<file path="src/hdl/mmae_ram.sv">
// ----------------------------------------------------------------------------
// mmae_ram
// generic single-write, single-read ram with registered read data
// ----------------------------------------------------------------------------
module mmae_ram #(
  parameter int unsigned WIDTH  = 32,
  parameter int unsigned DEPTH  = 64,
  parameter int unsigned ADDR_W = (DEPTH > 1) ? $clog2(DEPTH) : 1
) (
  input  logic              clk_i,
  input  logic              we_i,
  input  logic [ADDR_W-1:0] waddr_i,
  input  logic [WIDTH-1:0]  wdata_i,
  input  logic              re_i,
  input  logic [ADDR_W-1:0] raddr_i,
  output logic [WIDTH-1:0]  rdata_o
);

  logic [WIDTH-1:0] mem_q [DEPTH];
  logic [WIDTH-1:0] rdata_q;

  always_ff @(posedge clk_i) begin
    if (we_i) begin
      mem_q[waddr_i] <= wdata_i;
    end
    if (re_i) begin
      rdata_q <= mem_q[raddr_i];
    end
  end

  assign rdata_o = rdata_q;

endmodule

</file>
<file path="config.mk">
export PLATFORM = sky130hd
export DESIGN_NAME = mmae_ram
export DESIGN_NICKNAME = d
export VERILOG_FILES = /design/src/hdl/mmae_ram.sv
export SDC_FILE = /design/constraint.sdc
export NUM_CORES = 2
export LEC_CHECK = 0
export BUFFER_PORTS_ARGS = -buffer_cell sky130_fd_sc_hd__clkbuf_2
export CORE_MARGIN = 2
export CORE_UTILIZATION = 50
export DETAILED_ROUTE_END_ITERATION = 7
export HOLD_SLACK_MARGIN = 0.08
export PLACE_DENSITY_LB_ADDON = 0.1
export SYNTH_ARGS = -nofsm -noshare
export SYNTH_HDL_FRONTEND = slang
export SYNTH_SLANG_ARGS = --single-unit
</file>
<file path="constraint.sdc">
create_clock -name clk_i -period 4.7 [get_ports clk_i]
set_input_delay 0.235 -clock clk_i [delete_from_list [all_inputs] [get_ports clk_i]]
set_output_delay 0.235 -clock clk_i [all_outputs]
set_load 0.02 [all_outputs]
</file>
=== After elaboration in Yosys (flattened, before gate mapping) ===
Memories as Yosys holds them, arrays and structs flattened. A register that Yosys moved wholly into a read port is not among the register bits.
Cells that the tools add are included.

* Output and inout bits: 32
* RAM bits: 2048
* Bits in registers: 0
* Memories: 1
* Input port bits: 47

* Muxes and demuxes: 2

{| class="wikitable"
|+ Memories
! memory !! depth !! width !! rd ports !! clocked after memory_dff !! wr ports !! RTL line !! RTL
|-
| mem_q || 64 || 32 || 1 || 1 || 1 || 19 || <nowiki>logic [WIDTH-1:0] mem_q [DEPTH];</nowiki>
|}

{| class="wikitable"
|+ Operators by type and width
! kind !! number
|-
| two-way mux 1 bit || 2
|}

=== Longest topological paths before layout ===
* Depth in word-level cells: 2
* Mapped depth: 10

=== Worst setup path after synthesis ===
No wires, ideal clock.

* Path type: in2reg
* Start: input waddr_i[3]
* End: memory mem_q[48][0] (enable)
* Stages on the path: 4
* Setup time: 0.461 ns
* Arrival: 2.934 ns
* Path slack: 1.305 ns
* Cells stage by stage: clkbuf_1 > nor2b_1 > nand4b_1 > nor3_1

{| class="wikitable"
|+ RTL lines
! what !! RTL line !! RTL
|-
| start: declaration || 12 || <nowiki>input logic [ADDR_W-1:0] waddr_i,</nowiki>
|-
| end: declaration || 19 ||
|}

Straight into the memory's write port.

==> results.cfg <==
[timing]
relSlewSlack_pct = 22.10
rsz0062_at_grt = false
period_share_pct = 67.30
finClkSkew_ns = 0.02456
period_needed_ns = 3.163
worstMarginPinSlew_ns = 1.164
setup_tns_ns = 0
final-hold-violation-count = 0
finalHoldWorstSlack_ns = 0.08651
fmax_ghz = 0.3161
maxSlewViolCount = 0
setup_violations = 0

[setup_path]
crit_start = raddr_i[0]
crit_fanout = 56
critical_path_class = input pin to flop
crit_path_end_kind = flop
critPathMaxStageDelay_ns = 0.88
cp_slowest_cell = o22ai_1
cp.buffers_inverters = 3
cp-start-kind = input pin
worstReg2RegStart = mem_q[63][14]
arrival_ns = 3.67
path_delay_family = buffers and inverters
path_cells = buf_8, buf_12, buf_4, mux4_2, mux4_2, o22ai_1, nor2_1
crit_top_cell = mux4_2
required_ns = 5.20

[detailed_routing]
vias = 37115
via_per_inst = 6.347
post-route-drc-count = 0
drt_iter0_drc = 4562
wl_per_cell_um = 35.73
postRouteAntennaNets = 0
drtPass1Iterations = 5
finalWirelength_um = 208900

[job]
drv_cap = 0

[clock_network]
clkLatencyLatePin_ns = 0.80
clock_sinks = 2080
clk_path_buf_depth = 3
ctsResizeCount = 0
post-cts-setup-buffers = 0
cts_tree = built
htree_num_levels = 4
cts-buffers-inserted = 204
cts_root_buffer = clkbuf_16
path_clk_slew_ns = 0.06

[floorplanning]
start_util_pct = 50.41
io_pins = 79
die_h_um = 401.1
core_area_sq_um = 156400
die_x_um = 401.1
num_rows = 145
dieArea_sq_um = 160900

[pwr]
p_total_uw = 37730
ir_drop_mv = 0.3623
powerDensity_nw_per_um2 = 423.1
leakage_uw = 0.02776

[final_layout]
nNetsFinal = 3670
drive_gt1_share_pct = 29.93
area_delta_synth_final_pct = 13.13
layout.cells.most_common = edfxtp_1
final_cell_mix = edfxtp_1 (2080), mux4_2 (544), clkbuf_16 (208)
fillers = 11418

[run_status]
status = finished clean

[global_routing]
track_usage_pct = 26.12
globalRouteOverflowTotal = 0
grt_max_degree = 87
grt_pass1_vias = 37989
grt_pass1_wl_um = 290900
grt_antenna_before_repair = 18

[worst_hold_path]
min_path_type = input pin to flop
min_from = wdata_i[10]

[placement]
io_buffer_count = 78
place.gp.congestion = 0.8867
hpwl_um = 119900

[logic_synthesis]
syn_inst = 3324
netlist_area_sq_um = 78840
yosysSeqAreaShare_pct = 79.23
synth-seq-cells = 2080
yosysWarnings = 0
post_synth_num_cell_types = 33
syn_area_per_cell_sq_um = 23.72
synthesis.nets = 3371
## cells in the mapped netlist
cell type | number | share of area [%]
mux2i_1 | 93 | 1.2
mux4_2 | 544 | 16
buf_4 | 25 | 0.24
buf_2 | 57 | 0.36
a31oi_1 | 1 | 0.0079
nand2_1 | 26 | 0.12
or2_1 | 1 | 0.0079
a311oi_1 | 8 | 0.089
nand4_1 | 2 | 0.016
edfxtp_1 | 2080 | 79
o32ai_1 | 4 | 0.044
o22ai_1 | 84 | 0.67
or3b_2 | 3 | 0.033
and2_1 | 2 | 0.016
buf_1 | 21 | 0.10
nor2b_1 | 15 | 0.12
nor3_1 | 7 | 0.044
or3_1 | 3 | 0.024
nor2_1 | 137 | 0.65
or3b_1 | 2 | 0.022
o221ai_1 | 27 | 0.30
nand4b_1 | 1 | 0.011
or2_0 | 1 | 0.0079
a41o_1 | 4 | 0.051
nand3b_1 | 5 | 0.048
and3_1 | 4 | 0.032
a21oi_1 | 62 | 0.39
or2_2 | 1 | 0.0079
nand2b_1 | 8 | 0.063
nand3_1 | 5 | 0.032
buf_6 | 5 | 0.071
clkbuf_1 | 74 | 0.35
a22oi_1 | 12 | 0.11
## power by group
group | switching (uW) | total [uW] | internal, uW
registers | 66.6 | 20600 | 20600
logic | 1310 | 2020 | 715
clock network | 6690 | 15100 | 8370
total | 8060 | 37700 | 29700
## flip-flops by register name, indices dropped and copies added (netlist names)
signal	count
mem_q	2048
rdata_o	32
## worst paths after layout
path	endpoint	slack [ns]	cells past startpoint
worst max-delay path	rdata_o[31]	1.54	7
worst min-delay path	mem_q[35][10]	0.09	2
worst max register to register	rdata_o[14]	1.91	4
worst min register to register	rdata_o[8]	0.90	4
## metal layers
metal / wire length [um] / vias to the layer above / GRT usage [%]
li1: - / 14924 / -
met1: 80260 / 20164 / 35.54
met2: 103500 / 1722 / 42.62
met3: 19390 / 289 / 6.186
met4: 5668 / 16 / 7.435
met5: 103 / - / 0
## timing repair
| item | CTS | global route |
|---|---|---|
| hold buffers | 8 | 0 |
| endpoints found under the setup margin | 0 | 0 |
| hold endpoints to repair | 124 | 0 |
## cells by family after synthesis
group | synth area share, %
AOI/OAI and AO/OA | 1.666
buffers and inverters | 1.124
and+or+nand+nor | 1.260
DFF | 79.23
muxes | 16.72
## cell type report
type                    count  area [sq um]  area share [%]
repair buffers            275          2110           2.365
clock inverters           112         680.7          0.7632
multi-input cells        1062         15970           17.90
clock buffers             257          5389           6.042
well taps                2058          2575           2.887
diodes                      4         10.01         0.01122
flip-flops and latches   2080         62460           70.03
## metrics by stage
stage,util [%],setup slack (ns),instance area (sq um),std cells
after floorplan,-,1.305,78840,3324
after global placement,53.09,0.7422,83030,5467
after detailed placement,53.09,0.7138,83030,5467
after CTS,57.02,1.586,89180,5844
after global routing,57.02,1.412,89180,5844
final,57.03,1.537,89190,5848
Power figures use the tool's default switching activity.
