**src/hdl/mmae_pkg.sv**
```systemverilog
// ----------------------------------------------------------------------------
// mmae_pkg
// shared constants, types and helper functions of the matrix engine
// ----------------------------------------------------------------------------
package mmae_pkg;

  localparam int unsigned MAX_DIM   = 8;
  localparam int unsigned ELEM_BITS = 32;

  localparam int unsigned DEPTH  = MAX_DIM * MAX_DIM;
  localparam int unsigned ADDR_W = (DEPTH > 1) ? $clog2(DEPTH) : 1;
  localparam int unsigned IDX_W  = (MAX_DIM > 1) ? $clog2(MAX_DIM) : 1;
  localparam int unsigned DIM_W  = $clog2(MAX_DIM + 1);

  localparam int unsigned PADDR_W = 4;
  localparam int unsigned REG_W   = 2;

  // input commands
  localparam logic [1:0] CMD_LOAD_LEFT  = 2'd0;
  localparam logic [1:0] CMD_LOAD_RIGHT = 2'd1;
  localparam logic [1:0] CMD_RUN        = 2'd2;

  // operation register codes
  localparam logic [1:0] OP_ADD  = 2'd0;
  localparam logic [1:0] OP_SUB  = 2'd1;
  localparam logic [1:0] OP_PROD = 2'd2;

  // register indexes
  localparam logic [REG_W-1:0] REG_LEFT_ROWS  = 2'd0;
  localparam logic [REG_W-1:0] REG_INNER_SIZE = 2'd1;
  localparam logic [REG_W-1:0] REG_RIGHT_COLS = 2'd2;
  localparam logic [REG_W-1:0] REG_OPERATION  = 2'd3;

  typedef struct packed {
    logic [3:0] left_rows;
    logic [3:0] inner_size;
    logic [3:0] right_cols;
    logic [1:0] operation;
  } cfg_t;

  typedef struct packed {
    logic                 we_left;
    logic                 we_right;
    logic [ADDR_W-1:0]    waddr;
    logic [ELEM_BITS-1:0] wdata;
    logic                 re;
    logic [ADDR_W-1:0]    raddr_left;
    logic [ADDR_W-1:0]    raddr_right;
  } mem_req_t;

  function automatic logic [DIM_W-1:0] clamp_dim(logic [3:0] d);
    if (d == 4'd0) begin
      return DIM_W'(1);
    end else if (32'(d) > MAX_DIM) begin
      return DIM_W'(MAX_DIM);
    end
    return DIM_W'(d);
  endfunction

  function automatic logic [ADDR_W-1:0] elem_addr(logic [IDX_W-1:0] r, logic [IDX_W-1:0] c);
    return ADDR_W'(32'(r) * MAX_DIM + 32'(c));
  endfunction

  // 32-bit signed input value, sign-extended and wrapped to element width
  function automatic logic [ELEM_BITS-1:0] to_elem(logic signed [31:0] v);
    logic signed [63:0] ext;
    ext = 64'(v);
    return ext[ELEM_BITS-1:0];
  endfunction

  // element value, sign-extended, low 32 bits
  function automatic logic [31:0] to_out32(logic [ELEM_BITS-1:0] x);
    logic signed [63:0] ext;
    ext = 64'(signed'(x));
    return ext[31:0];
  endfunction

endpackage

```
**src/hdl/mmae_cfg.sv**
```systemverilog
// ----------------------------------------------------------------------------
// mmae_cfg
// apb register file: dimensions and operation select
// ----------------------------------------------------------------------------
module mmae_cfg (
  input  logic                        clk_i,
  input  logic                        rst_ni,
  input  logic                        psel,
  input  logic                        penable,
  input  logic                        pwrite,
  input  logic [mmae_pkg::PADDR_W-1:0] paddr,
  input  logic [31:0]                 pwdata,
  output logic [31:0]                 prdata,
  output logic                        pready,
  output mmae_pkg::cfg_t              cfg_o
);

  mmae_pkg::cfg_t              cfg_q;
  logic [mmae_pkg::REG_W-1:0]  reg_idx;
  logic                        wr_en;

  assign pready  = 1'b1;
  assign reg_idx = paddr[mmae_pkg::PADDR_W-1:2];
  assign wr_en   = psel && penable && pwrite && pready;

  always_ff @(posedge clk_i or negedge rst_ni) begin
    if (!rst_ni) begin
      cfg_q.left_rows  <= 4'd8;
      cfg_q.inner_size <= 4'd8;
      cfg_q.right_cols <= 4'd8;
      cfg_q.operation  <= mmae_pkg::OP_PROD;
    end else if (wr_en) begin
      case (reg_idx)
        mmae_pkg::REG_LEFT_ROWS:  cfg_q.left_rows  <= pwdata[3:0];
        mmae_pkg::REG_INNER_SIZE: cfg_q.inner_size <= pwdata[3:0];
        mmae_pkg::REG_RIGHT_COLS: cfg_q.right_cols <= pwdata[3:0];
        mmae_pkg::REG_OPERATION:  cfg_q.operation  <= pwdata[1:0];
        default: ;
      endcase
    end
  end

  always_comb begin
    case (reg_idx)
      mmae_pkg::REG_LEFT_ROWS:  prdata = 32'(cfg_q.left_rows);
      mmae_pkg::REG_INNER_SIZE: prdata = 32'(cfg_q.inner_size);
      mmae_pkg::REG_RIGHT_COLS: prdata = 32'(cfg_q.right_cols);
      mmae_pkg::REG_OPERATION:  prdata = 32'(cfg_q.operation);
      default:                  prdata = 32'd0;
    endcase
  end

  assign cfg_o = cfg_q;

endmodule

```
**config.mk**
```make
export PLATFORM = sky130hd
export DESIGN_NAME = mmae_cfg
export DESIGN_NICKNAME = d
export VERILOG_FILES = /design/src/hdl/mmae_pkg.sv /design/src/hdl/mmae_cfg.sv
export SDC_FILE = /design/constraint.sdc
export NUM_CORES = 1
export LEC_CHECK = 0
export ABC_AREA = 1
export BUFFER_PORTS_ARGS = -buffer_cell sky130_fd_sc_hd__buf_2
export CELL_PAD_IN_SITES_DETAIL_PLACEMENT = 0
export CELL_PAD_IN_SITES_GLOBAL_PLACEMENT = 1
export CORE_MARGIN = 3
export CORE_UTILIZATION = 27
export CTS_BUF_LIST = sky130_fd_sc_hd__clkbuf_2 sky130_fd_sc_hd__clkbuf_4 sky130_fd_sc_hd__clkbuf_8
export DETAILED_ROUTE_END_ITERATION = 12
export PLACE_DENSITY_LB_ADDON = 0.1
export SLEW_MARGIN = 20
export SYNTH_ARGS = -nofsm -noshare
export SYNTH_HDL_FRONTEND = slang
export SYNTH_SLANG_ARGS = --single-unit
```
**constraint.sdc**
```tcl
create_clock -name clk_i -period 2.6 [get_ports clk_i]
set_input_delay 0.78 -clock clk_i [delete_from_list [all_inputs] [get_ports clk_i]]
set_output_delay 0.78 -clock clk_i [all_outputs]
set_load 0.02 [all_outputs]
```
* After elaboration in Yosys (flattened, before gate mapping)
Index checks and enable logic that the tools add are counted.
** Storage, ports and cells
- Bits in latches :: 0
- Bits in writable memories :: 0
- Bits of input ports :: 41
- Register bits after elaboration :: 14
- Memories :: 0
- ROM bits :: 0
** Cells by class
- Multipliers :: 0
- Muxes and demuxes :: 1
- Bitwise operators :: 0
- Div/mod/pow operators :: 0
- Equal/unequal tests :: 3
- Add/subtract/negate cells :: 0
- Reduce and logical (&&, ||, !) cells :: 7
- Magnitude comparators :: 0
- Shift-type cells :: 0
** Operators with widths (count)
- $pmux 32 s4 :: 1
- $reduce_and 2->1 :: 4
- $eq 2x2->1 const B :: 2
- $eq 2x1->1 const B :: 1
- $logic_and 1x1->1 :: 2
- $logic_not 2->1 :: 1

* Longest topological paths before layout
- Depth in word-level cells :: 3
- Gate-level depth with buffers :: 7

* Least setup slack after synthesis
No wires, ideal clock.
- Kind :: input to output
- From :: input paddr[3] (netlist bit)
- To :: output prdata[2]
- Setup slack :: 0.497 ns
- Buffers on the path :: 1
- Data required time :: 1.820 ns
- Stages :: 6
- Data arrival time :: 1.323 ns
- Cells stage by stage :: buf_6 -> inv_4 -> nand2_4 -> inv_2 -> nand2_1 -> nand3_1
** Between the ends
- Cells in the longest elaborated chain, start to end :: 2
- Elaborated cells between the ends (all ways) :: 5
- Those cells by class :: 3 x eq/ne; 1 x mux; 1 x reduce/logical
** Ends and longest elaborated chain
- start, declared :: RTL line mmae_cfg.sv:11 : input logic [mmae_pkg::PADDR_W-1:0] paddr,
- $eq 2x2->1 (tied with other cells) :: RTL line mmae_cfg.sv:44 : case (reg_idx)
- $pmux 32 s4 (*) :: RTL line mmae_cfg.sv:44
- end, declared :: RTL line mmae_cfg.sv:13 : output logic [31:0] prdata,
Every way passes the cells marked *; elsewhere a longest branch is shown, timed or not. The select of a mux whose other input is x is not followed.

* Worst setup path after layout
- From :: input paddr[2] (netlist bit)
- To :: output prdata[3]
Same word-level chain as after synthesis.

==> flow_summary.ini <==
[status]
status = finished, final reports clean

[logic_synthesis]
ys_warn_count = 0
seq_area_frac_synth_pct = 35.28
synth_cells = 129
syn-cell-area_um2 = 1007
avgSynthCellArea_um2 = 7.808
yosysUniqueCellTypes = 16
ys_ff_latch = 14

[drt]
routed_via_density = 3.847
wire_per_inst_um = 10.75
drt_iter0_markers = 36
drtAntennaViolNets = 0
drt_first_pass_iters = 4
num_vias = 781
wirelength_um = 2182
remaining_drc_errors = 0

[cells_and_area]
largest_register_ffs = 14
final_util_pct = 32.32
fin_area_um2 = 1121
diodes = 0
area_delta_synth_final_pct = 11.30
layout.cells.most_common = nand2_1
nets = 199
drive_gt1_share_pct = 33.76
mostFrequentLayoutCells = 53 x nand2_1, 29 x conb_1, 28 x buf_2, 10 x dfrtp_1, 8 x nand3_1
n_fill_cell = 378

[critical_path]
rr_worst_depth = 2
required_ns = 1.82
endpoint_kind = output port
slowest_delay_ns = 0.22
crit_top_cell = buf_2
crit_fanout = 8
cp_slowest_cell = buf_2
critPathKind = primary input to output port
worstPathCellList = buf_2 -> inv_4 -> nand2_4 -> inv_2 -> nand2_1 -> nand3_1 -> buf_2
cp-start-kind = primary input
cp.arrival_ns = 1.49

[placed_design]
port_buffers = 28
place.gp.congestion = 0.6568
place_ws_ns = 0.3268
dp_hpwl_um = 1830
placed_cell_area_um2 = 1066

[pwr]
p_leak_nw = 0.6352
pwr-share-comb_pct = 33.3
power_density_nw_per_um2 = 698.4
p_switching_mw = 0.3032
p_sw_share_pct = 38.73
power_frac_seq_pct = 39.5
p_clk_share_pct = 27.2
peakVddDrop_mv = 0.1533
p_int_mw = 0.4797

[cts]
clkLatencyLatePin_ns = 0.24
post_cts_resized = 0
numCtsBuffers = 3
cts_hold_buf = 0
cts_tree = built
cts_buffer_depth = 2
path_clk_slew_ns = 0.06
clkSinkCount = 14
clock-root-buffer = clkbuf_8
h-tree-depth = 1
postCtsSetupBuffers = 0

[floorplanning]
core_area_um2 = 3468
start_util_pct = 29.04
rows = 21
die_y_um = 67.08
fp.dieW_um = 67.08
die-area_um2 = 4499
io_pins = 88

[flow_run]
cap_violations = 0

[sta]
setup_violations = 0
skew_ns = 0
maxSlewViolCount = 0
hold_viol_final = 0
setup_slack_ns = 0.3339
finalSetupTns_ns = 0
worst_hold_slack_ns = 0.4267
fmax_ghz = 0.4413
period_share_pct = 87.16
grt_setup_unrepaired = false
finalCriticalPeriod_ns = 2.266

[global_routing]
gr-usage-all-layers_pct = 10.45
grt_pass1_wl_um = 3594
antenna_found_initial = 0
overflow = 0
grt_max_degree = 15
first_global_vias = 783

[min_path]
hp-class = primary input to async pin
[cell families (layout without fill, tap and decap cells)]
group	after synthesis	in the layout	share of synthesized area, %
and+or+nand+nor	76	76	37.39
DFF	14	14	35.28
other	2	29	0.7456
buffers and inverters	37	38	26.58
[metrics by stage]
stage          power, mW  cells
2_1_floorplan     0.5202    156
3_3_place_gp      0.5777    199
3_5_place_dp      0.5772    199
4_1_cts           0.7955    203
5_1_grt           0.8340    203
6_report          0.7830    203
[synthesized netlist by cell type (all sizes together)]
cell type | instances | area [µm²]
nand3 | 9 | 57.56
inv | 6 | 27.52
conb | 2 | 7.510
nand2 | 59 | 246.5
nand4 | 2 | 12.51
dfrtp | 10 | 250.2
nor2 | 6 | 60.05
buf | 31 | 240.2
dfstp | 4 | 105.1
[worst max-delay path: cells and delay by family]
| family | cells | cell delay (ns) |
|---|---|---|
| buffers and inverters | 4 | 0.51 |
| AND/OR/NAND/NOR | 3 | 0.20 |
[layout make-up]
type	count	area (µm²)	area share [%]
sequential	14	355.3	31.70
timing repair buffer	28	140.1	12.50
tap	46	57.56	5.134
multi-input combinational	105	485.5	43.30
inverter	6	27.53	2.455
clock buffer	4	55.05	4.911
[path summary, 6_finish.rpt]
kind	start	to	slack (ns)
hold / removal	rst_ni	cfg_o[0]$_DFFE_PN0P_	0.43
hold reg to reg	cfg_o[5]$_DFFE_PN1P_	cfg_o[5]$_DFFE_PN1P_	0.47
setup reg to reg	cfg_o[1]$_DFFE_PN1P_	cfg_o[1]$_DFFE_PN1P_	1.89
min in group clk_i	cfg_o[5]$_DFFE_PN1P_	cfg_o[5]$_DFFE_PN1P_	0.47
max in group asynchronous	rst_ni	cfg_o[5]$_DFFE_PN1P_	1.88
setup / recovery	paddr[2]	prdata[3]	0.33
[per-layer routing]
layer  GRT usage (%)  vias to the layer above  wire (µm)
li1                -                      391          -
met1           11.76                      361        813
met2           19.63                       29       1221
met3          0.8432                        0        147
met4           4.557                        0          0
met5               0                        -          0
[power groups by stage]
stage | Combinational, mW | Sequential [mW] | Clock [mW]
after floorplan | 0.157 | 0.363 | 0
after global placement | 0.264 | 0.314 | 0
after detailed placement | 0.264 | 0.313 | 0
after CTS | 0.264 | 0.310 | 0.221
after global routing | 0.289 | 0.317 | 0.228
final | 0.261 | 0.309 | 0.213
(Power assumes the default switching activity.)
